$ cat src/sv/gwme_pkg.sv
`timescale 1ns / 1ps
// ----------------------------------------------------------------------------
// gwme_pkg - shared types and constants for the grid wall map engine
// Operation and status codes, wall bit masks, the job record passed from
// the front end to the back end, and the axis step classifier.
// ----------------------------------------------------------------------------
package gwme_pkg;

    localparam int COORD_W = 4;
    localparam int SIZE_W  = 5;
    localparam int WALL_W  = 6;

    localparam logic [WALL_W-1:0] CELL_RESET = 6'd15;

    // Face bits: the wall a cell holds toward its neighbor in each direction
    localparam logic [WALL_W-1:0] WALL_X_NEG = 6'b010000;
    localparam logic [WALL_W-1:0] WALL_X_POS = 6'b000100;
    localparam logic [WALL_W-1:0] WALL_Y_NEG = 6'b000001;
    localparam logic [WALL_W-1:0] WALL_Y_POS = 6'b100000;
    localparam logic [WALL_W-1:0] WALL_Z_NEG = 6'b000010;
    localparam logic [WALL_W-1:0] WALL_Z_POS = 6'b001000;

    typedef enum logic [1:0] {
        OP_QUERY  = 2'd0,
        OP_BUILD  = 2'd1,
        OP_REMOVE = 2'd2
    } op_t;

    typedef enum logic [1:0] {
        ST_DONE    = 2'd0,
        ST_OUTSIDE = 2'd1,
        ST_NOT_ADJ = 2'd2
    } status_t;

    typedef enum logic [1:0] {
        STEP_SAME  = 2'd0,
        STEP_PLUS  = 2'd1,
        STEP_MINUS = 2'd2,
        STEP_FAR   = 2'd3
    } step_t;

    typedef enum logic [1:0] {
        BK_CLEAR = 2'd0,
        BK_READ  = 2'd1,
        BK_EXEC  = 2'd2
    } back_state_t;

    typedef enum logic [1:0] {
        REG_SIZE_X = 2'd0,
        REG_SIZE_Y = 2'd1,
        REG_SIZE_Z = 2'd2
    } reg_idx_t;

    typedef struct packed {
        op_t                op;
        logic [WALL_W-1:0]  mask1;
        logic [WALL_W-1:0]  mask2;
        status_t            status;
    } job_ctl_t;

    // Relation of coordinate b to coordinate a along one axis
    function automatic step_t step_of(input logic [COORD_W-1:0] a,
                                      input logic [COORD_W-1:0] b);
        logic [COORD_W:0] ae;
        logic [COORD_W:0] be;
        step_t            res;
        ae = {1'b0, a};
        be = {1'b0, b};
        priority if (be == ae + (COORD_W+1)'(1))
            res = STEP_PLUS;
        else if (ae == be + (COORD_W+1)'(1))
            res = STEP_MINUS;
        else if (a == b)
            res = STEP_SAME;
        else
            res = STEP_FAR;
        return res;
    endfunction

endpackage

$ cat src/sv/gwme_front.sv
`timescale 1ns / 1ps
// ----------------------------------------------------------------------------
// gwme_front - input stage and request classifier
// Registers one transfer, checks bounds and adjacency, picks the wall bits
// and computes both cell addresses, then pushes a job into the queue.
// ----------------------------------------------------------------------------
module gwme_front #(
    parameter int MAX_X  = 16,
    parameter int MAX_Y  = 16,
    parameter int MAX_Z  = 16,
    parameter int ADDR_W = 12
) (
    input  logic                           clk,
    input  logic                           rst_n,
    input  logic                           clearing,
    input  logic                           in_valid,
    output logic                           in_stall,
    input  logic [1:0]                     operation,
    input  logic [gwme_pkg::COORD_W-1:0]   first_x,
    input  logic [gwme_pkg::COORD_W-1:0]   first_y,
    input  logic [gwme_pkg::COORD_W-1:0]   first_z,
    input  logic [gwme_pkg::COORD_W-1:0]   second_x,
    input  logic [gwme_pkg::COORD_W-1:0]   second_y,
    input  logic [gwme_pkg::COORD_W-1:0]   second_z,
    input  logic [$clog2(MAX_X+1)-1:0]     sx,
    input  logic [$clog2(MAX_Y+1)-1:0]     sy,
    input  logic [$clog2(MAX_Z+1)-1:0]     sz,
    input  logic [ADDR_W-1:0]              sxsz,
    input  logic                           q_full,
    output logic                           q_push,
    output gwme_pkg::job_ctl_t             q_ctl,
    output logic [ADDR_W-1:0]              q_addr1,
    output logic [ADDR_W-1:0]              q_addr2
);

    logic                          valid_reg;
    logic                          valid_next;
    logic [1:0]                    op_reg;
    logic [gwme_pkg::COORD_W-1:0]  x1_reg, y1_reg, z1_reg;
    logic [gwme_pkg::COORD_W-1:0]  x2_reg, y2_reg, z2_reg;
    logic                          accept;

    gwme_pkg::step_t               dx, dy, dz;
    logic                          outside;
    logic                          adjacent;
    logic                          mx, my, mz;
    logic [ADDR_W-1:0]             sx_a;

    assign q_push   = valid_reg && !q_full;
    assign in_stall = clearing || (valid_reg && q_full);
    assign accept   = in_valid && !in_stall;

    always_comb
    begin
        valid_next = valid_reg;
        if (accept)
            valid_next = 1'b1;
        else if (q_push)
            valid_next = 1'b0;
    end

    always_ff @(posedge clk or negedge rst_n)
    begin
        if (!rst_n)
            valid_reg <= 1'b0;
        else
            valid_reg <= valid_next;
    end

    always_ff @(posedge clk)
    begin
        if (accept)
        begin
            op_reg <= operation;
            x1_reg <= first_x;
            y1_reg <= first_y;
            z1_reg <= first_z;
            x2_reg <= second_x;
            y2_reg <= second_y;
            z2_reg <= second_z;
        end
    end

    // Classification
    always_comb
    begin
        dx = gwme_pkg::step_of(x1_reg, x2_reg);
        dy = gwme_pkg::step_of(y1_reg, y2_reg);
        dz = gwme_pkg::step_of(z1_reg, z2_reg);

        outside = (32'(x1_reg) >= 32'(sx)) || (32'(y1_reg) >= 32'(sy)) ||
                  (32'(z1_reg) >= 32'(sz)) || (32'(x2_reg) >= 32'(sx)) ||
                  (32'(y2_reg) >= 32'(sy)) || (32'(z2_reg) >= 32'(sz));

        mx = (dx == gwme_pkg::STEP_PLUS) || (dx == gwme_pkg::STEP_MINUS);
        my = (dy == gwme_pkg::STEP_PLUS) || (dy == gwme_pkg::STEP_MINUS);
        mz = (dz == gwme_pkg::STEP_PLUS) || (dz == gwme_pkg::STEP_MINUS);

        adjacent = (mx && dy == gwme_pkg::STEP_SAME && dz == gwme_pkg::STEP_SAME) ||
                   (my && dx == gwme_pkg::STEP_SAME && dz == gwme_pkg::STEP_SAME) ||
                   (mz && dx == gwme_pkg::STEP_SAME && dy == gwme_pkg::STEP_SAME);

        priority if (dx == gwme_pkg::STEP_MINUS)
        begin
            q_ctl.mask1 = gwme_pkg::WALL_X_NEG;
            q_ctl.mask2 = gwme_pkg::WALL_X_POS;
        end
        else if (dx == gwme_pkg::STEP_PLUS)
        begin
            q_ctl.mask1 = gwme_pkg::WALL_X_POS;
            q_ctl.mask2 = gwme_pkg::WALL_X_NEG;
        end
        else if (dy == gwme_pkg::STEP_MINUS)
        begin
            q_ctl.mask1 = gwme_pkg::WALL_Y_NEG;
            q_ctl.mask2 = gwme_pkg::WALL_Y_POS;
        end
        else if (dy == gwme_pkg::STEP_PLUS)
        begin
            q_ctl.mask1 = gwme_pkg::WALL_Y_POS;
            q_ctl.mask2 = gwme_pkg::WALL_Y_NEG;
        end
        else if (dz == gwme_pkg::STEP_MINUS)
        begin
            q_ctl.mask1 = gwme_pkg::WALL_Z_NEG;
            q_ctl.mask2 = gwme_pkg::WALL_Z_POS;
        end
        else
        begin
            q_ctl.mask1 = gwme_pkg::WALL_Z_POS;
            q_ctl.mask2 = gwme_pkg::WALL_Z_NEG;
        end

        // Code 3 is treated as a query
        unique case (op_reg)
            gwme_pkg::OP_BUILD:  q_ctl.op = gwme_pkg::OP_BUILD;
            gwme_pkg::OP_REMOVE: q_ctl.op = gwme_pkg::OP_REMOVE;
            default:             q_ctl.op = gwme_pkg::OP_QUERY;
        endcase

        priority if (outside)
            q_ctl.status = gwme_pkg::ST_OUTSIDE;
        else if (!adjacent)
            q_ctl.status = gwme_pkg::ST_NOT_ADJ;
        else
            q_ctl.status = gwme_pkg::ST_DONE;
    end

    // Linear address x + z*sx + y*sx*sz, exact modulo the address width
    assign sx_a    = ADDR_W'(sx);
    assign q_addr1 = ADDR_W'(x1_reg) + ADDR_W'(z1_reg) * sx_a + ADDR_W'(y1_reg) * sxsz;
    assign q_addr2 = ADDR_W'(x2_reg) + ADDR_W'(z2_reg) * sx_a + ADDR_W'(y2_reg) * sxsz;

endmodule

$ cat config.mk
export PLATFORM = sky130hd
export DESIGN_NAME = gwme_front
export DESIGN_NICKNAME = d
export VERILOG_FILES = /design/src/sv/gwme_pkg.sv /design/src/sv/gwme_front.sv
export SDC_FILE = /design/constraint.sdc
export NUM_CORES = 1
export LEC_CHECK = 0
export BUFFER_PORTS_ARGS = -buffer_cell sky130_fd_sc_hd__buf_2
export CORE_MARGIN = 2
export CORE_UTILIZATION = 54
export CTS_CLUSTER_SIZE = 28
export DETAILED_ROUTE_END_ITERATION = 8
export PLACE_DENSITY = 0.8
export SLEW_MARGIN = 5
export SYNTH_ARGS = -nofsm -noshare
export SYNTH_HDL_FRONTEND = slang
export SYNTH_SLANG_ARGS = --single-unit
$ cat constraint.sdc
create_clock -name clk -period 5 [get_ports clk]
set_clock_uncertainty 0.15 [all_clocks]
set_input_delay 0.25 -clock clk [delete_from_list [all_inputs] [get_ports clk]]
set_output_delay 0.25 -clock clk [all_outputs]
set_load 0.01 [all_outputs]
After elaboration in Yosys (flattened, before gate mapping):

Index checks and enable logic that the tools add are counted.

* reductions and logical operators: 26
* order comparisons: 6
* eq/ne operators: 17
* mux-type cells: 19
* $add $sub $neg: 10
* $mul: 4

Operators by type and width (count)
* 2-to-1 mux 12 bit: 4
* adder 4 x 1 -> 5 bit (second input constant): 6
* == test 4 x 5 -> 1 bit: 6
* greater-or-equal comparator 4 x 5 -> 1 bit: 6
* adder 10 x 12 -> 12 bit: 2
* multiplier 4 x 12 -> 12 bit: 2
* 2-to-1 mux 2 bit: 11
* adder 4 x 9 -> 10 bit: 2
* multiplier 4 x 5 -> 9 bit: 2
* == test 4 bit: 3
* logical OR 1 bit: 11
* 2-to-1 mux 10 bit: 1
* logical AND 1 bit: 9
* == test 2 x 1 -> 1 bit (second input constant): 4
* == test 2 bit (second input constant): 4
* logical NOT 2 bit: 3
* one-hot mux 2 bit (2 select lines): 1
* logical NOT 1 bit: 2
* 2-to-1 mux 1 bit: 2
* nonzero test 2 bit: 1

* flip-flop bits (word level): 27
* word-level logic and storage cells: 90
* input port bits: 58
* output and inout port bits: 42

Longest topological paths before layout:

* depth in word-level cells: 12
* depth in mapped cells: 18
* depth with buffers taken out: 17

Worst setup path before layout:

Ideal clock, no wire load.

* kind: register -> output
* from: register y2_reg[2] (netlist bit)
* to: output port q_addr2[11]
* arrival: 4.422 ns
* slack: 0.178 ns
* cell stages (with the launch flop): 18
* path through: edfxtp_1 > clkbuf_1 > and2_1 > fa_1 > inv_1 > fa_1 > inv_1 > fa_1 > inv_1 > fa_1 > inv_1 > ha_1 > a21oi_1 > o211ai_1 > or4_1 > o311ai_1 > o21ai_1 > xnor2_1

* longest elaborated chain between the ends: 2

Ends and longest elaborated chain
* start, declared: RTL line gwme_front.sv:40 `logic [gwme_pkg::COORD_W-1:0] x2_reg, y2_reg, z2_reg;`
* start signal, assigned: RTL line gwme_front.sv:79 `y2_reg <= second_y;`
* multiplier 4 x 12 -> 12 bit: RTL line gwme_front.sv:152 `assign q_addr2 = ADDR_W'(x2_reg) + ADDR_W'(z2_reg) * sx_a + ADDR_W'(y2_reg) * sxsz;`
* adder 10 x 12 -> 12 bit: RTL line gwme_front.sv:152
* end, declared: RTL line gwme_front.sv:33 `output logic [ADDR_W-1:0] q_addr2`

Every way passes these cells.

Worst setup path after layout:

* from: register y2_reg[3] (netlist bit)
* to: output port q_addr2[11]

Same word-level chain as after synthesis.

==> impl_metrics.toml <==
[synth]
syn_area_um2 = 6320
synthArstFlopShare_pct = 3.70
synth_cell_types = 52
synthFlopType = "edfxtp_1"
synth_commonest_cells = "inv_1, ha_1, and2_1"
synth_nets = 923
synth_seq_cells = 27
ys.warnings.count = 0
avgSynthCellArea_um2 = 9.20
netlist.area_leader.share_pct = 24.1
ys_top_cells_by_area = "fa_1, ha_1, edfxtp_1"
synth_edf_count = 26
synth.largest_area_cell = "fa_1"
netlist_instances = 687
ys_seq_area_share_pct = 12.7
post-synth-top-count-cell = "inv_1"

[grt]
globalRoute.totalOverflow = 0
antenna_found_initial = 0
first_global_vias = 5133
grt_usage_pct = 22.6
grt_max_degree = 28
grt_pass1_wl_um = 23500

[routing]
drt_wl_total_um = 13900
routed_via_density = 5.16
wl_per_cell_um = 14.6
drc_errors = 0
vias = 4927
dr.first_iter.drc_count = 196
ant_nets = 0
dr.pass1.iters = 4

[flow_run]
max-cap-violations = 0

[worst_hold_path]
min_path_type = "in -> reg"

[worst_setup_path]
arrival_ns = 4.53
critPathRequiredTime_ns = 4.60
cp_max_fo = 3
crit_path_start_kind = "flop"
worstSetupPathType = "reg -> out"
worstSetupEndpointType = "output pin"
critPathBufInv = 5
critPathTopFamily = "adder cells"
cp_slowest_cell = "fa_1"
crit_chain = "and2_4 -> fa_1 -> inv_1 -> fa_1 -> inv_1 -> fa_1 -> inv_1 -> fa_1 -> inv_1 -> ha_4 -> a21oi_2 -> o211ai_1 -> or4_4 -> o311ai_4 -> o21ai_2 -> xnor2_1 -> buf_2"
critPathMaxStageDelay_ns = 0.53

[clocking]
cts-htree-levels = 1
clk_latency_ns = 0.26
cts_num_sinks = 27
cts_buffers = 3
cts_buffer_depth = 2
clkTransAtPathRegs_ns = 0.07
cts_root_buf = "clkbuf_16"
cts_tree = "done"

[placement]
place.gp.congestion = 0.895
placed_area_um2 = 7070
io_buffers = 99
post-dp-hpwl_um = 11800
dp_cells = 935
place_ws_ns = 0.118

[cells_and_area]
multi_input_area_um2 = 5060
fillerInstances = 951
utilization_pct = 65.7
fin_cells = 954
drive_above_1_share_pct = 23.8
syn_to_final_growth_pct = 18.7
insertedDiodeCount = 0
final_area_um2 = 7500
finalNetCount = 1048
register_area_um2 = 806

[power_and_ir_drop]
seqPwrFrac_pct = 11.8
total_power_mw = 2.31
intPower_mw = 1.27
p_per_area_nw_per_um2 = 308
p_sw_mw = 1.04
clockPowerShare_pct = 7.9
cellLeakagePower_nw = 3.80
peakVddDrop_uv = 360
comb_power_share_pct = 80.3
switching_share_pct = 45.0

[sta]
hold_viol = 0
worst_pin_slew_ns = 1.18
setup_tns_ns = 0
fin_ws_ns = 0.0693
whs_ns = 0.00471
period_needed_ns = 4.93
fmax_mhz = 203
report.final.slew_viol_count = 0
rsz0062_at_grt = "yes"
slew_headroom_pct = 21.5
setup_violations = 0
min_period_over_period_pct = 98.6

[floorplan]
start_util_pct = 55.3
die_h_um = 112
boundaryPins = 100
rows = 39
fp.dieArea_um2 = 12600
coreArea_um2 = 11400
fp.dieW_um = 112

[outcome]
outcome = "finished clean"
-- cells by family (layout without fill, tap and decap cells) --
logic type	after synthesis	in the layout	synth area share [%]
AOI/OAI and AO/OA	57	57	6.51
xor gates and xnor gates	59	59	8.41
adders and majority gates	178	178	44.3
buffers and inverters	166	290	10.6
DFF	27	27	12.7
and+or+nand+nor	200	200	17.5
-- placed cells by master (no fill, tap or decap), types with 13 or more instances in the layout --
cell type	count
ha_1	91
fa_1	73
xor2_1	13
and2_1	86
inv_1	145
nand2_1	34
a21oi_1	14
nor2_1	28
edfxtp_1	26
buf_2	99
buf_4	34
xnor2_1	44
-- power groups by stage --
stage | Sequential, mW | Clock [mW] | Combinational, mW
after global routing | 0.275 | 0.192 | 2.07
after global placement | 0.278 | 0 | 1.59
after CTS | 0.274 | 0.183 | 1.72
after detailed placement | 0.279 | 0 | 1.63
final | 0.274 | 0.183 | 1.86
after floorplan | 0.277 | 0 | 1.15
-- layer usage --
layer	part of all wire (%)	global-route usage, %	vias up
met3	4.8	1.73	18
met1	43	28.8	2383
met4	2.1	5.93	0
met2	50	41.4	128
li1	-	-	2398
met5	0	0	-
-- worst paths after layout --
| check | startpoint | endpoint | slack [ns] | cells after the start |
|---|---|---|---|---|
| worst max-delay path | y2_reg[3]$_DFFE_PP_ | q_addr2[11] | 0.07 | 17 |
| worst min-delay path | first_z[1] | z1_reg[1]$_DFFE_PP_ | 0.005 | 1 |
| worst max register to register | valid_reg$_DFFE_PN0P_ | y1_reg[3]$_DFFE_PP_ | 2.96 | 2 |
| worst min register to register | valid_reg$_DFFE_PN0P_ | valid_reg$_DFFE_PN0P_ | 0.35 | 1 |
| max in group asynchronous | rst_n | valid_reg$_DFFE_PN0P_ | 4.49 | 2 |
| min in group asynchronous | rst_n | valid_reg$_DFFE_PN0P_ | 0.13 | 2 |
-- final cells by class --
cell class / count / area share [%]
clock buffer: 4 / 1.05
inverter: 146 / 7.30
multi-input combinational: 494 / 67.5
sequential: 27 / 10.7
tap: 143 / 2.38
timing repair buffer: 140 / 11.0
-- repair_timing --
item | 4_1_cts | 5_1_grt
pin swaps | 4 | 37
hold buffers | 1 | 0
gates resized for setup | 10 | 33
buffers inserted | 5 | 11
setup endpoints to repair | 4 | 8
endpoints found under the hold margin | 1 | 0
Power figures use the tool's default switching activity.
