$ cat config.mk
export PLATFORM = sky130hd
export DESIGN_NAME = gwme_queue
export DESIGN_NICKNAME = d
export VERILOG_FILES = /design/src/sv/gwme_pkg.sv /design/src/sv/gwme_queue.sv
export SDC_FILE = /design/constraint.sdc
export NUM_CORES = 1
export LEC_CHECK = 0
export CORE_MARGIN = 2
export CORE_UTILIZATION = 30
export DETAILED_ROUTE_END_ITERATION = 10
export DONT_BUFFER_PORTS = 1
export GPL_ROUTABILITY_DRIVEN = 1
export GPL_TIMING_DRIVEN = 0
export PLACE_DENSITY = 0.48
export SLEW_MARGIN = 20
export SYNTH_ARGS = -nofsm -noshare
export SYNTH_HDL_FRONTEND = slang
export SYNTH_SLANG_ARGS = --single-unit
$ cat constraint.sdc
create_clock -name clk -period 7.45 [get_ports clk]
set_input_delay 0.3725 -clock clk [delete_from_list [all_inputs] [get_ports clk]]
set_output_delay 0.3725 -clock clk [all_outputs]
set_load 0.005 [all_outputs]
$ cat src/sv/gwme_pkg.sv
`timescale 1ns / 1ps
// ----------------------------------------------------------------------------
// gwme_pkg - shared types and constants for the grid wall map engine
// Operation and status codes, wall bit masks, the job record passed from
// the front end to the back end, and the axis step classifier.
// ----------------------------------------------------------------------------
package gwme_pkg;

    localparam int COORD_W = 4;
    localparam int SIZE_W  = 5;
    localparam int WALL_W  = 6;

    localparam logic [WALL_W-1:0] CELL_RESET = 6'd15;

    // Face bits: the wall a cell holds toward its neighbor in each direction
    localparam logic [WALL_W-1:0] WALL_X_NEG = 6'b010000;
    localparam logic [WALL_W-1:0] WALL_X_POS = 6'b000100;
    localparam logic [WALL_W-1:0] WALL_Y_NEG = 6'b000001;
    localparam logic [WALL_W-1:0] WALL_Y_POS = 6'b100000;
    localparam logic [WALL_W-1:0] WALL_Z_NEG = 6'b000010;
    localparam logic [WALL_W-1:0] WALL_Z_POS = 6'b001000;

    typedef enum logic [1:0] {
        OP_QUERY  = 2'd0,
        OP_BUILD  = 2'd1,
        OP_REMOVE = 2'd2
    } op_t;

    typedef enum logic [1:0] {
        ST_DONE    = 2'd0,
        ST_OUTSIDE = 2'd1,
        ST_NOT_ADJ = 2'd2
    } status_t;

    typedef enum logic [1:0] {
        STEP_SAME  = 2'd0,
        STEP_PLUS  = 2'd1,
        STEP_MINUS = 2'd2,
        STEP_FAR   = 2'd3
    } step_t;

    typedef enum logic [1:0] {
        BK_CLEAR = 2'd0,
        BK_READ  = 2'd1,
        BK_EXEC  = 2'd2
    } back_state_t;

    typedef enum logic [1:0] {
        REG_SIZE_X = 2'd0,
        REG_SIZE_Y = 2'd1,
        REG_SIZE_Z = 2'd2
    } reg_idx_t;

    typedef struct packed {
        op_t                op;
        logic [WALL_W-1:0]  mask1;
        logic [WALL_W-1:0]  mask2;
        status_t            status;
    } job_ctl_t;

    // Relation of coordinate b to coordinate a along one axis
    function automatic step_t step_of(input logic [COORD_W-1:0] a,
                                      input logic [COORD_W-1:0] b);
        logic [COORD_W:0] ae;
        logic [COORD_W:0] be;
        step_t            res;
        ae = {1'b0, a};
        be = {1'b0, b};
        priority if (be == ae + (COORD_W+1)'(1))
            res = STEP_PLUS;
        else if (ae == be + (COORD_W+1)'(1))
            res = STEP_MINUS;
        else if (a == b)
            res = STEP_SAME;
        else
            res = STEP_FAR;
        return res;
    endfunction

endpackage

$ cat src/sv/gwme_queue.sv
`timescale 1ns / 1ps
// ----------------------------------------------------------------------------
// gwme_queue - two-entry job queue
// Decouples the classifier from the store sequencer.
// ----------------------------------------------------------------------------
module gwme_queue #(
    parameter int ADDR_W = 12
) (
    input  logic                 clk,
    input  logic                 rst_n,
    input  logic                 push,
    input  gwme_pkg::job_ctl_t   push_ctl,
    input  logic [ADDR_W-1:0]    push_addr1,
    input  logic [ADDR_W-1:0]    push_addr2,
    output logic                 full,
    input  logic                 pop,
    output logic                 head_valid,
    output gwme_pkg::job_ctl_t   head_ctl,
    output logic [ADDR_W-1:0]    head_addr1,
    output logic [ADDR_W-1:0]    head_addr2
);

    gwme_pkg::job_ctl_t   ctl_reg   [2];
    logic [ADDR_W-1:0]    addr1_reg [2];
    logic [ADDR_W-1:0]    addr2_reg [2];
    logic                 wr_ptr_reg, wr_ptr_next;
    logic                 rd_ptr_reg, rd_ptr_next;
    logic [1:0]           count_reg, count_next;
    logic                 do_push, do_pop;

    assign full       = (count_reg == 2'd2);
    assign head_valid = (count_reg != 2'd0);
    assign do_push    = push && !full;
    assign do_pop     = pop && head_valid;

    assign head_ctl   = ctl_reg[rd_ptr_reg];
    assign head_addr1 = addr1_reg[rd_ptr_reg];
    assign head_addr2 = addr2_reg[rd_ptr_reg];

    always_comb
    begin
        wr_ptr_next = do_push ? !wr_ptr_reg : wr_ptr_reg;
        rd_ptr_next = do_pop  ? !rd_ptr_reg : rd_ptr_reg;
        count_next  = count_reg + 2'(do_push) - 2'(do_pop);
    end

    always_ff @(posedge clk or negedge rst_n)
    begin
        if (!rst_n)
        begin
            wr_ptr_reg <= 1'b0;
            rd_ptr_reg <= 1'b0;
            count_reg  <= 2'd0;
        end
        else
        begin
            wr_ptr_reg <= wr_ptr_next;
            rd_ptr_reg <= rd_ptr_next;
            count_reg  <= count_next;
        end
    end

    always_ff @(posedge clk)
    begin
        if (do_push)
        begin
            ctl_reg[wr_ptr_reg]   <= push_ctl;
            addr1_reg[wr_ptr_reg] <= push_addr1;
            addr2_reg[wr_ptr_reg] <= push_addr2;
        end
    end

    a_count_bound: assert property (@(posedge clk) disable iff (!rst_n)
        count_reg != 2'd3)
        else $error("job queue count out of range");

endmodule

; ---- After elaboration in Yosys (flattened, before gate mapping)
; Memory sizes are Yosys's and may differ from the RTL's.
; Index checks and enable logic that the tools add are counted.
[totals]
register_bits = 4
mem_bits_rw = 80
input_bits = 44
out_inout_bits = 42
elab_cells = 17
memories = 3
[mem_list]
columns = memory, words, word_bits, rd, rd_ports_with_merged_regs, write_ports, line
row1 = ctl_reg, 2, 16, 1, 0, 1, gwme_queue.sv:23  ; gwme_pkg::job_ctl_t ctl_reg [2];
row2 = addr1_reg, 2, 12, 1, 0, 1, gwme_queue.sv:24  ; logic [ADDR_W-1:0] addr1_reg [2];
row3 = addr2_reg, 2, 12, 1, 0, 1, gwme_queue.sv:25  ; logic [ADDR_W-1:0] addr2_reg [2];
[op_classes]
addsub = 2
n_eq_ne = 1
muxes = 2
n_reduce_logical = 6
[op_table]
columns = cell, count
row1 = $logic_not A1 Y1, 3
row2 = $add A2 B1 Y2, 1
row3 = $eq A2 B2 Y1 const B, 1
row4 = $logic_and A1 B1 Y1, 2
row5 = $mux W1, 2
row6 = $reduce_bool A2 Y1, 1
row7 = $sub A2 B1 Y2, 1

; ---- Logic depth before layout (Yosys ltp)
; Gate-level depths: netlist of run 1.
[depth]
ltp_word = 5
mapped_depth = 7
depth_no_buf = 7

; ---- Worst setup path before layout of run 1
; No wires, ideal clock.
[synth_path]
kind = register to register
startpoint = reg count_reg[1]
endpoint = mem addr1_reg[0][0] (enable)
setup_time_ns = 0.437
arrival_time_ns = 2.280
t_required_ns = 7.013
slack_ns = 4.733
path_stages_with_launch = 4
path_buffers = 0
period_less_slack_ns = 2.717
cell_sequence = dfrtp_1 > nand2b_1 > nand2_1 > nor2_1
[synth_between]
elab_chain_cells = 5
[synth_lines]
columns = element, line
row1 = start: declaration, gwme_queue.sv:28  ; logic [1:0] count_reg, count_next;
row2 = start signal: assignment, gwme_queue.sv:59  ; count_reg <= count_next;
row3 = $eq A2 B2 Y1, gwme_queue.sv:31  ; assign full = (count_reg == 2'd2);
row4 = $logic_not A1 Y1, gwme_queue.sv:33  ; assign do_push = push && !full;
row5 = $logic_and A1 B1 Y1, gwme_queue.sv:33
row6 = $mux W1, gwme_queue.sv:65  ; if (do_push)
row7 = $mux W1 (implied by the code), gwme_queue.sv:68  ; addr1_reg[wr_ptr_reg] <= push_addr1;
row8 = end: declaration, gwme_queue.sv:24
; Every way passes these cells.

; ---- Final worst setup path of run 1
[layout_path]
startpoint = reg count_reg[1]
endpoint = mem addr2_reg[0][1] (enable)
[layout_between]
elab_chain_cells = 5
[layout_lines]
columns = element, line
row1 = $eq A2 B2 Y1, gwme_queue.sv:31
row2 = $logic_not A1 Y1, gwme_queue.sv:33
row3 = $logic_and A1 B1 Y1, gwme_queue.sv:33
row4 = $mux W1, gwme_queue.sv:65
row5 = $mux W1 (implied by the code), gwme_queue.sv:69  ; addr2_reg[wr_ptr_reg] <= push_addr2;
row6 = end: declaration, gwme_queue.sv:25
; Every way passes these cells.

==> results of run 1 <==
## path summary, 6_finish.rpt
kind / start / end / slack (ns) / cells after the start
worst max register to register: count_reg[1] / addr2_reg[0][1] / 5.65 / 4
min in group asynchronous: rst_n / count_reg[0] / 0.29 / 1
worst max-delay path: count_reg[1] / addr2_reg[0][1] / 5.65 / 4
worst min register to register: count_reg[0] / count_reg[0] / 0.54 / 1
worst min-delay path: push_addr2[9] / addr2_reg[1][9] / 0.12 / 0
max in group asynchronous: rst_n / rd_ptr_reg / 6.97 / 1
## stage by stage
step                cells  setup WS, ns
finish                301          5.65
global route          301          5.50
CTS                   301          5.62
detailed placement    285          5.64
global placement      283          3.85
floorplan             143          4.73
## cells in the final DEF, fill, tap and decap left out, types with 2 or more instances in the layout
master / instances
dfrtp_1: 4
clkbuf_1: 2
buf_16: 2
xnor2_1: 3
edfxtp_1: 80
buf_6: 5
mux2_4: 39
ha_1: 2
clkbuf_8: 9
inv_1: 2
## area by class of cell
type,count,area (sq um)
clock inverter,4,51.3
sequential,84,2500
inverter,2,7.51
clock buffer,11,131
tap,140,175
timing repair buffer,3,65.1
fill,984,7010
buffer,5,56.3
multi-input combinational,52,703
## per-layer routing
layer / vias up / wire (microns) / part of all wire
li1: 577 / - / -
met1: 654 / 1960 / 0.37
met2: 49 / 2700 / 0.51
met3: 10 / 491 / 0.093
met4: 0 / 113 / 0.021
met5: - / 0 / 0
## logic make-up after synthesis
group,Yosys count
xor gates and xnor gates,4
DFF,84
adders and majority gates,2
and+or+nand+nor,6
buffers and inverters,7
muxes,40
## power by group
part | switching (W) | internal (W)
Sequential | 0.0000305 | 0.000647
Clock | 0.000152 | 0.000153
Combinational | 0.000206 | 0.000234
==> results.toml, run 1 <==
[logic_synthesis]
ys_warn_count = 0
synth-seq-area-share = 0.767
postSynthCellCount = 143
ys_async_sr_fraction = 0.0476
synthAdderAreaFrac = 0.00767
synthTopCellsByCount = "edfxtp_1 (80), mux2_4 (39), buf_6 (5)"
synthSimpleGateAreaFrac = 0.0115
synth_top_area_cell = "edfxtp_1"
synth_area_leaders = "edfxtp_1 (74%), mux2_4 (18%), dfrtp_1 (3.1%)"
synthMuxAreaShare = 0.183
synth.most_common_cell = "edfxtp_1"
synth_compound_area_frac = 0
synth.distinct_cells = 15
synth_top_family_by_area = "multiplexers"
ys_seq_elements = 84
synth_top_area_frac = 0.737
synth_fp_nets = 189
syn_area_per_cell_sq_um = 22.8
synth_area_sq_mm = 0.00326
synth_edf_count = 80
synth_xor_area_frac = 0.0107
synth_flop_cell = "edfxtp_1"

[die]
initial_core_util = 0.305
core_area_sq_mm = 0.0107
dieArea_sq_mm = 0.0117
die_w_microns = 108
pin_count = 86
die_h_microns = 108
rows = 38

[global_routing]
overflow = 0
grt_start_max_net_pins = 23
grt_use_met1 = 0.0925
grtUsageMet3 = 0.0536
grtUsageTotal = 0.0938
top_usage_layer = "met2"
grt_pass1_vias = 1450
grt_pass1_wl_microns = 7820
met2_usage = 0.158
grt_antenna_before_repair = 0

[sta]
layout_min_cycle_time_ns = 1.80
worst_pin_slew_ns = 0.653
relSlewSlack = 0.563
holdWs_ns = 0.118
rsz0062_at_grt = "no"
slew_viol_final = 0
fin_setup_tns_ns = 0
finClkSkew_ns = 0.0127
finalCritPeriodShare = 0.242
hold_viol = 0
fmax_mhz = 555
setup_viol = 0

[finish]
fin_nets = 203
areaGrowthSynthToFinish_pct = 13.2
drive_above_1_share = 0.398
final_cell_area_sq_mm = 0.00369
final_util = 0.345
diodes = 0
largest_reg_flops = 32

[worst_setup_path]
crit_type = "flip-flop to flip-flop"
end_kind = "flip-flop"
arrival_ns = 1.84
path_buf_inv = 1
start_kind = "flip-flop"
slowest_delay_ns = 0.55
cp_slowest_cell = "nor2_4"
crit_family = "simple AND/OR/NAND/NOR gates"
cp.required_ns = 7.49
worstPathMaxFanout = 22
crit_chain = "nand2b_1 > nand2_1 > nor2_4 > buf_16"

[clocking]
clock_sinks = 84
cts_buffer_depth = 2
htreeDepth = 3
holdBufCountCts = 1
clock_latency_ns = 0.34
post_cts_buffers = 0
cts_resized = 0
root_buffer = "clkbuf_8"
clk_pin_slew_ns = 0.09
cts-buffers-inserted = 9
cts_tree = "built"

[route]
drt-vias-per-instance = 4.29
first_iter_violations = 39
ant_nets = 0
post_drt_wl_per_cell_microns = 17.5
via_count = 1290
drtPass1Iterations = 3
drc = 0
wl_microns = 5270

[pwr]
finalPower_w = 0.00142
leakage_nw = 1.32
power.density_mw_per_mm2 = 385
peakVddDrop_uv = 163

[placement]
portBuffers = 0
placed_area_sq_mm = 0.00350
gp_congestion = 0.595
detailed_place_hpwl_microns = 3600

[run]
drv_cap = 0

[outcome]
outcome = "finished, final reports clean"

[worst_hold_path]
min_path_type = "primary input to flip-flop"
(Power assumes the default switching activity.)
==> run 2, diff against run 1 <==
==> constraint.sdc (replaced) <==
create_clock -name clk -period 1.74 [get_ports clk]
set_input_delay 0.087 -clock clk [delete_from_list [all_inputs] [get_ports clk]]
set_output_delay 0.087 -clock clk [all_outputs]
set_load 0.005 [all_outputs]
==> results.toml, run 2 (synthesis gave the netlist of run 1 again) <==
[finish]
layout.cells.non_filler = 345
mostFrequentLayoutCells = "edfxtp_1 (80), dlygate4sd3_1 (44), mux2_4 (39)"
final_cell_area_sq_mm = 0.00412
drive_above_1_share = 0.332
final_common_cell = "edfxtp_1"
areaGrowthSynthToFinish_pct = 26.2
fillCellCount = 962
fin_nets = 246
largest_reg_flops = 32
diodes = 0

[worst_setup_path]
start_kind = "flip-flop"
crit_type = "flip-flop to flip-flop"
cp.required_ns = 2.01
arrival_ns = 1.98
worstPathMaxFanout = 3
end_kind = "flip-flop"

[run]
drv_cap = 0

[route]
drt-vias-per-instance = 4.24
drc = 0
via_count = 1463
post_drt_wl_per_cell_microns = 15.7
first_iter_violations = 29
drtPass1Iterations = 4
wl_microns = 5410
ant_nets = 0

[clocking]
clock_sinks = 84
cts_tree = "built"
htreeDepth = 3
clock_latency_ns = 0.35
cts_buffer_depth = 2
root_buffer = "clkbuf_8"
clk_pin_slew_ns = 0.08
cts-buffers-inserted = 9

[pwr]
intPower_w = 0.00435
pwr-share-clk = 0.187
power_switching_w = 0.00171
leakage_nw = 1.49
swShare = 0.283
peakVddDrop_uv = 983
finalPower_w = 0.00607
sequentialPowerShare = 0.480
p_comb_frac = 0.333
power.density_mw_per_mm2 = 1470

[global_routing]
top_usage_layer = "met2"
grt_start_max_net_pins = 41
grt_pass1_vias = 1611
met2_usage = 0.174
overflow = 0
grt_use_met1 = 0.0948
grtUsageMet3 = 0.0350
grt_antenna_before_repair = 0
grtUsageTotal = 0.0971
grt_pass1_wl_microns = 8140

[sta]
layout_min_cycle_time_ns = 1.71
setup_ws_ns = 0.0298
setup_viol = 0
worst_pin_slew_ns = 0.578
fmax_mhz = 585
slew_viol_final = 0
finalCritPeriodShare = 0.983
hold_viol = 0
finClkSkew_ns = 0.00986
relSlewSlack = 0.615

[die]
dieArea_sq_mm = 0.0117
pin_count = 86
die_w_microns = 108
rows = 38
core_area_sq_mm = 0.0107
initial_core_util = 0.305
die_h_microns = 108

[worst_hold_path]
min_path_type = "primary input to flip-flop"

[outcome]
outcome = "finished, final reports clean"

[placement]
gp_congestion = 0.644
placed_area_sq_mm = 0.00347
place_ws_ns = -0.0918
portBuffers = 0
place_inst = 284
detailed_place_hpwl_microns = 3660
## run 2: cell count changes in the layout (fill, tap and decap cells not counted), sizes merged
cell / before / now
dlygate4sd3: 1 / 44
clkinv: 2 / 6
clkbuf: 11 / 9
bufinv: 1 / 0
## run 2: routing by layer
metal  routed length, microns  vias to the layer above  share of wire
met5                        0                        -              0
met4                      112                        0          0.021
met3                      377                        8          0.070
met2                     2850                       55           0.53
met1                     2080                      731           0.38
li1                         -                      669              -
## run 2: area by class of cell
cell class,count,area (sq um),share of cell area
Buffer,5,56.3,0.0137
Sequential cell,84,2500,0.608
Inverter,2,7.51,0.00182
Tap cell,140,175,0.0426
Multi-Input combinational cell,52,729,0.177
Timing Repair Buffer,46,488,0.119
Clock buffer,9,124,0.0301
Clock inverter,7,33.8,0.00821
## run 2: power groups by stage
stage / clock network [W] / registers, W / logic, W
after global placement: 0 / 0.00294 / 0.00179
final: 0.00113 / 0.00291 / 0.00202
after CTS: 0.00118 / 0.00291 / 0.00204
after floorplan: 0 / 0.00292 / 0.00152
after detailed placement: 0 / 0.00296 / 0.00189
after global routing: 0.00127 / 0.00295 / 0.00219
## run 2: metrics by stage
stage | hold slack, ns | util | setup TNS [ns]
after floorplan | -0.209 | - | 0
after global placement | -0.208 | 0.322 | -10.00
after detailed placement | -0.208 | 0.325 | -4.16
after CTS | 0.303 | 0.383 | 0
after global routing | 0.315 | 0.385 | -0.00166
final | 0.300 | 0.385 | 0
## run 2: final timing paths
| check | cells past startpoint | to | from | slack, ns |
|---|---|---|---|---|
| min in group asynchronous | 2 | count_reg[0] | rst_n | 0.55 |
| setup reg to reg | 7 | count_reg[1] | count_reg[1] | 0.03 |
| hold / removal | 1 | ctl_reg[1][9] | push | 0.30 |
| hold reg to reg | 1 | wr_ptr_reg | wr_ptr_reg | 0.57 |
| setup / recovery | 7 | count_reg[1] | count_reg[1] | 0.03 |
| max in group asynchronous | 2 | wr_ptr_reg | rst_n | 1.02 |
## run 2: timing repair
| item | in CTS | in global routing |
|---|---|---|
| endpoints found under the setup margin | 64 | 1 |
| pin swaps | 1 | 2 |
| setup buffers | 1 | 0 |
| hold buffers | 44 | 0 |
| resized for setup | 1 | 4 |
| endpoints found under the hold margin | 86 | 0 |
## run 2: critical path, stage by stage, from the launching register on
cell     delay, ns
dfrtp_1       0.43
or2_4         0.26
and2_4        0.18
ha_4          0.25
inv_2         0.03
ha_2          0.17
xnor2_2       0.14
xnor2_1       0.17
==> run 3, diff against run 2 <==
--- a/config.mk
+++ b/config.mk
@@ -5,13 +5,15 @@
 export SDC_FILE = /design/constraint.sdc
 export NUM_CORES = 1
 export LEC_CHECK = 0
+export CELL_PAD_IN_SITES_DETAIL_PLACEMENT = 1
+export CELL_PAD_IN_SITES_GLOBAL_PLACEMENT = 2
 export CORE_MARGIN = 2
 export CORE_UTILIZATION = 30
 export DETAILED_ROUTE_END_ITERATION = 10
 export DONT_BUFFER_PORTS = 1
 export GPL_ROUTABILITY_DRIVEN = 1
 export GPL_TIMING_DRIVEN = 0
-export PLACE_DENSITY = 0.48
+export PLACE_DENSITY = 0.59
 export SLEW_MARGIN = 20
 export SYNTH_ARGS = -nofsm -noshare
 export SYNTH_HDL_FRONTEND = slang
==> results.toml, run 3 (synthesis gave the netlist of run 1 again) <==
[pwr]
finalPower_w = 0.00626
power.density_mw_per_mm2 = 1520
p_comb_frac = 0.322
intPower_w = 0.00448
sequentialPowerShare = 0.468
swShare = 0.285
leakage_nw = 1.50
pwr-share-clk = 0.210
power_switching_w = 0.00178
peakVddDrop_uv = 885

[sta]
rsz0062_at_grt = "yes"
finClkSkew_ns = 0.00773
setup_viol = 0
worst_pin_slew_ns = 0.671
finalCritPeriodShare = 0.965
relSlewSlack = 0.552
holdWs_ns = 0.305
slew_viol_final = 0
setup_ws_ns = 0.0611
fmax_mhz = 596
hold_viol = 0
layout_min_cycle_time_ns = 1.68

[die]
pin_count = 86
rows = 38
dieArea_sq_mm = 0.0117
initial_core_util = 0.305
die_w_microns = 108
die_h_microns = 108
core_area_sq_mm = 0.0107

[clocking]
root_buffer = "clkbuf_8"
clk_pin_slew_ns = 0.08
clock_latency_ns = 0.35
cts-buffers-inserted = 9
cts_tree = "built"
clock_sinks = 84
htreeDepth = 3
cts_buffer_depth = 2

[worst_setup_path]
worstPathMaxFanout = 3
crit_type = "flip-flop to flip-flop"
end_kind = "flip-flop"
cp.required_ns = 1.97
worstRegToRegCells = 7
start_kind = "flip-flop"
rr_startpoint = "count_reg[1]"
arrival_ns = 1.91
crit_start = "count_reg[1]"

[global_routing]
grt_pass1_vias = 1709
grt_pass1_wl_microns = 9410
overflow = 0
grtUsageTotal = 0.114
grt_start_max_net_pins = 41
grt_antenna_before_repair = 0

[route]
via_count = 1481
post_drt_wl_per_cell_microns = 18.2
drt-vias-per-instance = 4.27
drtPass1Iterations = 4
first_iter_violations = 51
drc = 0
ant_nets = 0
wl_microns = 6320

[finish]
final_util = 0.385
drive_above_1_share = 0.333
diodes = 0
fillCellCount = 1044
largest_reg_flops = 32
layout.cells.non_filler = 347
fin_nets = 248
final_common_cell = "edfxtp_1"
mostFrequentLayoutCells = "edfxtp_1 (80), dlygate4sd3_1 (44), mux2_4 (39)"
areaGrowthSynthToFinish_pct = 26.3

[worst_hold_path]
min-delay-start = "push"
min_path_type = "primary input to flip-flop"
hold_depth = 1

[placement]
gp_congestion = 0.658
detailed_place_hpwl_microns = 3900
portBuffers = 0
place_inst = 283
place_ws_ns = -0.348

[outcome]
outcome = "finished, final reports clean"

[run]
drv_cap = 0
==> run 3: final cells by class <==
cell class,instances,area (sq um),share of cell area
plain buffers,5,56.3,0.0137
clock buffers,10,128,0.0310
clock inverters,6,55.1,0.0134
inverters,2,7.51,0.00182
multi-input cells,53,731,0.177
flip-flops and latches,84,2500,0.608
well taps,140,175,0.0425
repair buffers,47,463,0.112
==> run 3: metal layers <==
metal	up-vias	track usage	part of all wire
li1	670	-	-
met5	-	0	0
met2	50	0.201	0.55
met4	0	0.0696	0.026
met3	13	0.0289	0.047
met1	748	0.121	0.38
==> run 3: path summary, 6_finish.rpt <==
check	to	slack, ns
worst max-delay path	count_reg[1]	0.06
worst min-delay path	addr2_reg[1][11]	0.31
worst max register to register	count_reg[1]	0.06
worst min register to register	count_reg[0]	0.67
max in group asynchronous	rd_ptr_reg	1.03
min in group asynchronous	count_reg[0]	0.54
==> run 3: worst max-delay path: stages (launching register included) <==
cell and delay [ns]:
dfrtp_1 0.40, or2_4 0.27, and2_4 0.15, ha_1 0.27, inv_1 0.05, ha_2 0.17
xnor2_2 0.13, xnor2_1 0.13
==> run 3: power groups by stage <==
stage	combinational, W	clock (W)	sequential, W
2_1_floorplan	0.00152	0	0.00292
5_1_grt	0.00219	0.00144	0.00298
6_report	0.00201	0.00132	0.00293
3_3_place_gp	0.00179	0	0.00294
3_5_place_dp	0.00188	0	0.00299
4_1_cts	0.00203	0.00135	0.00295
==> run 3: through the flow <==
| stage | area [sq um] | TNS (ns) |
|---|---|---|
| after floorplan | 3270 | 0 |
| after global placement | 3440 | -7.61 |
| after detailed placement | 3440 | -18.07 |
| after CTS | 4100 | 0 |
| after global routing | 4120 | -0.588 |
| final | 4120 | 0 |
==> run 3: timing repair <==
action | CTS | global route
hold buffers | 44 | 0
hold endpoints to repair | 86 | 0
resized for setup | 5 | 0
setup buffers | 0 | 3
endpoints found under the setup margin | 81 | 41
pin swaps | 2 | 5
cloned | 1 | 0
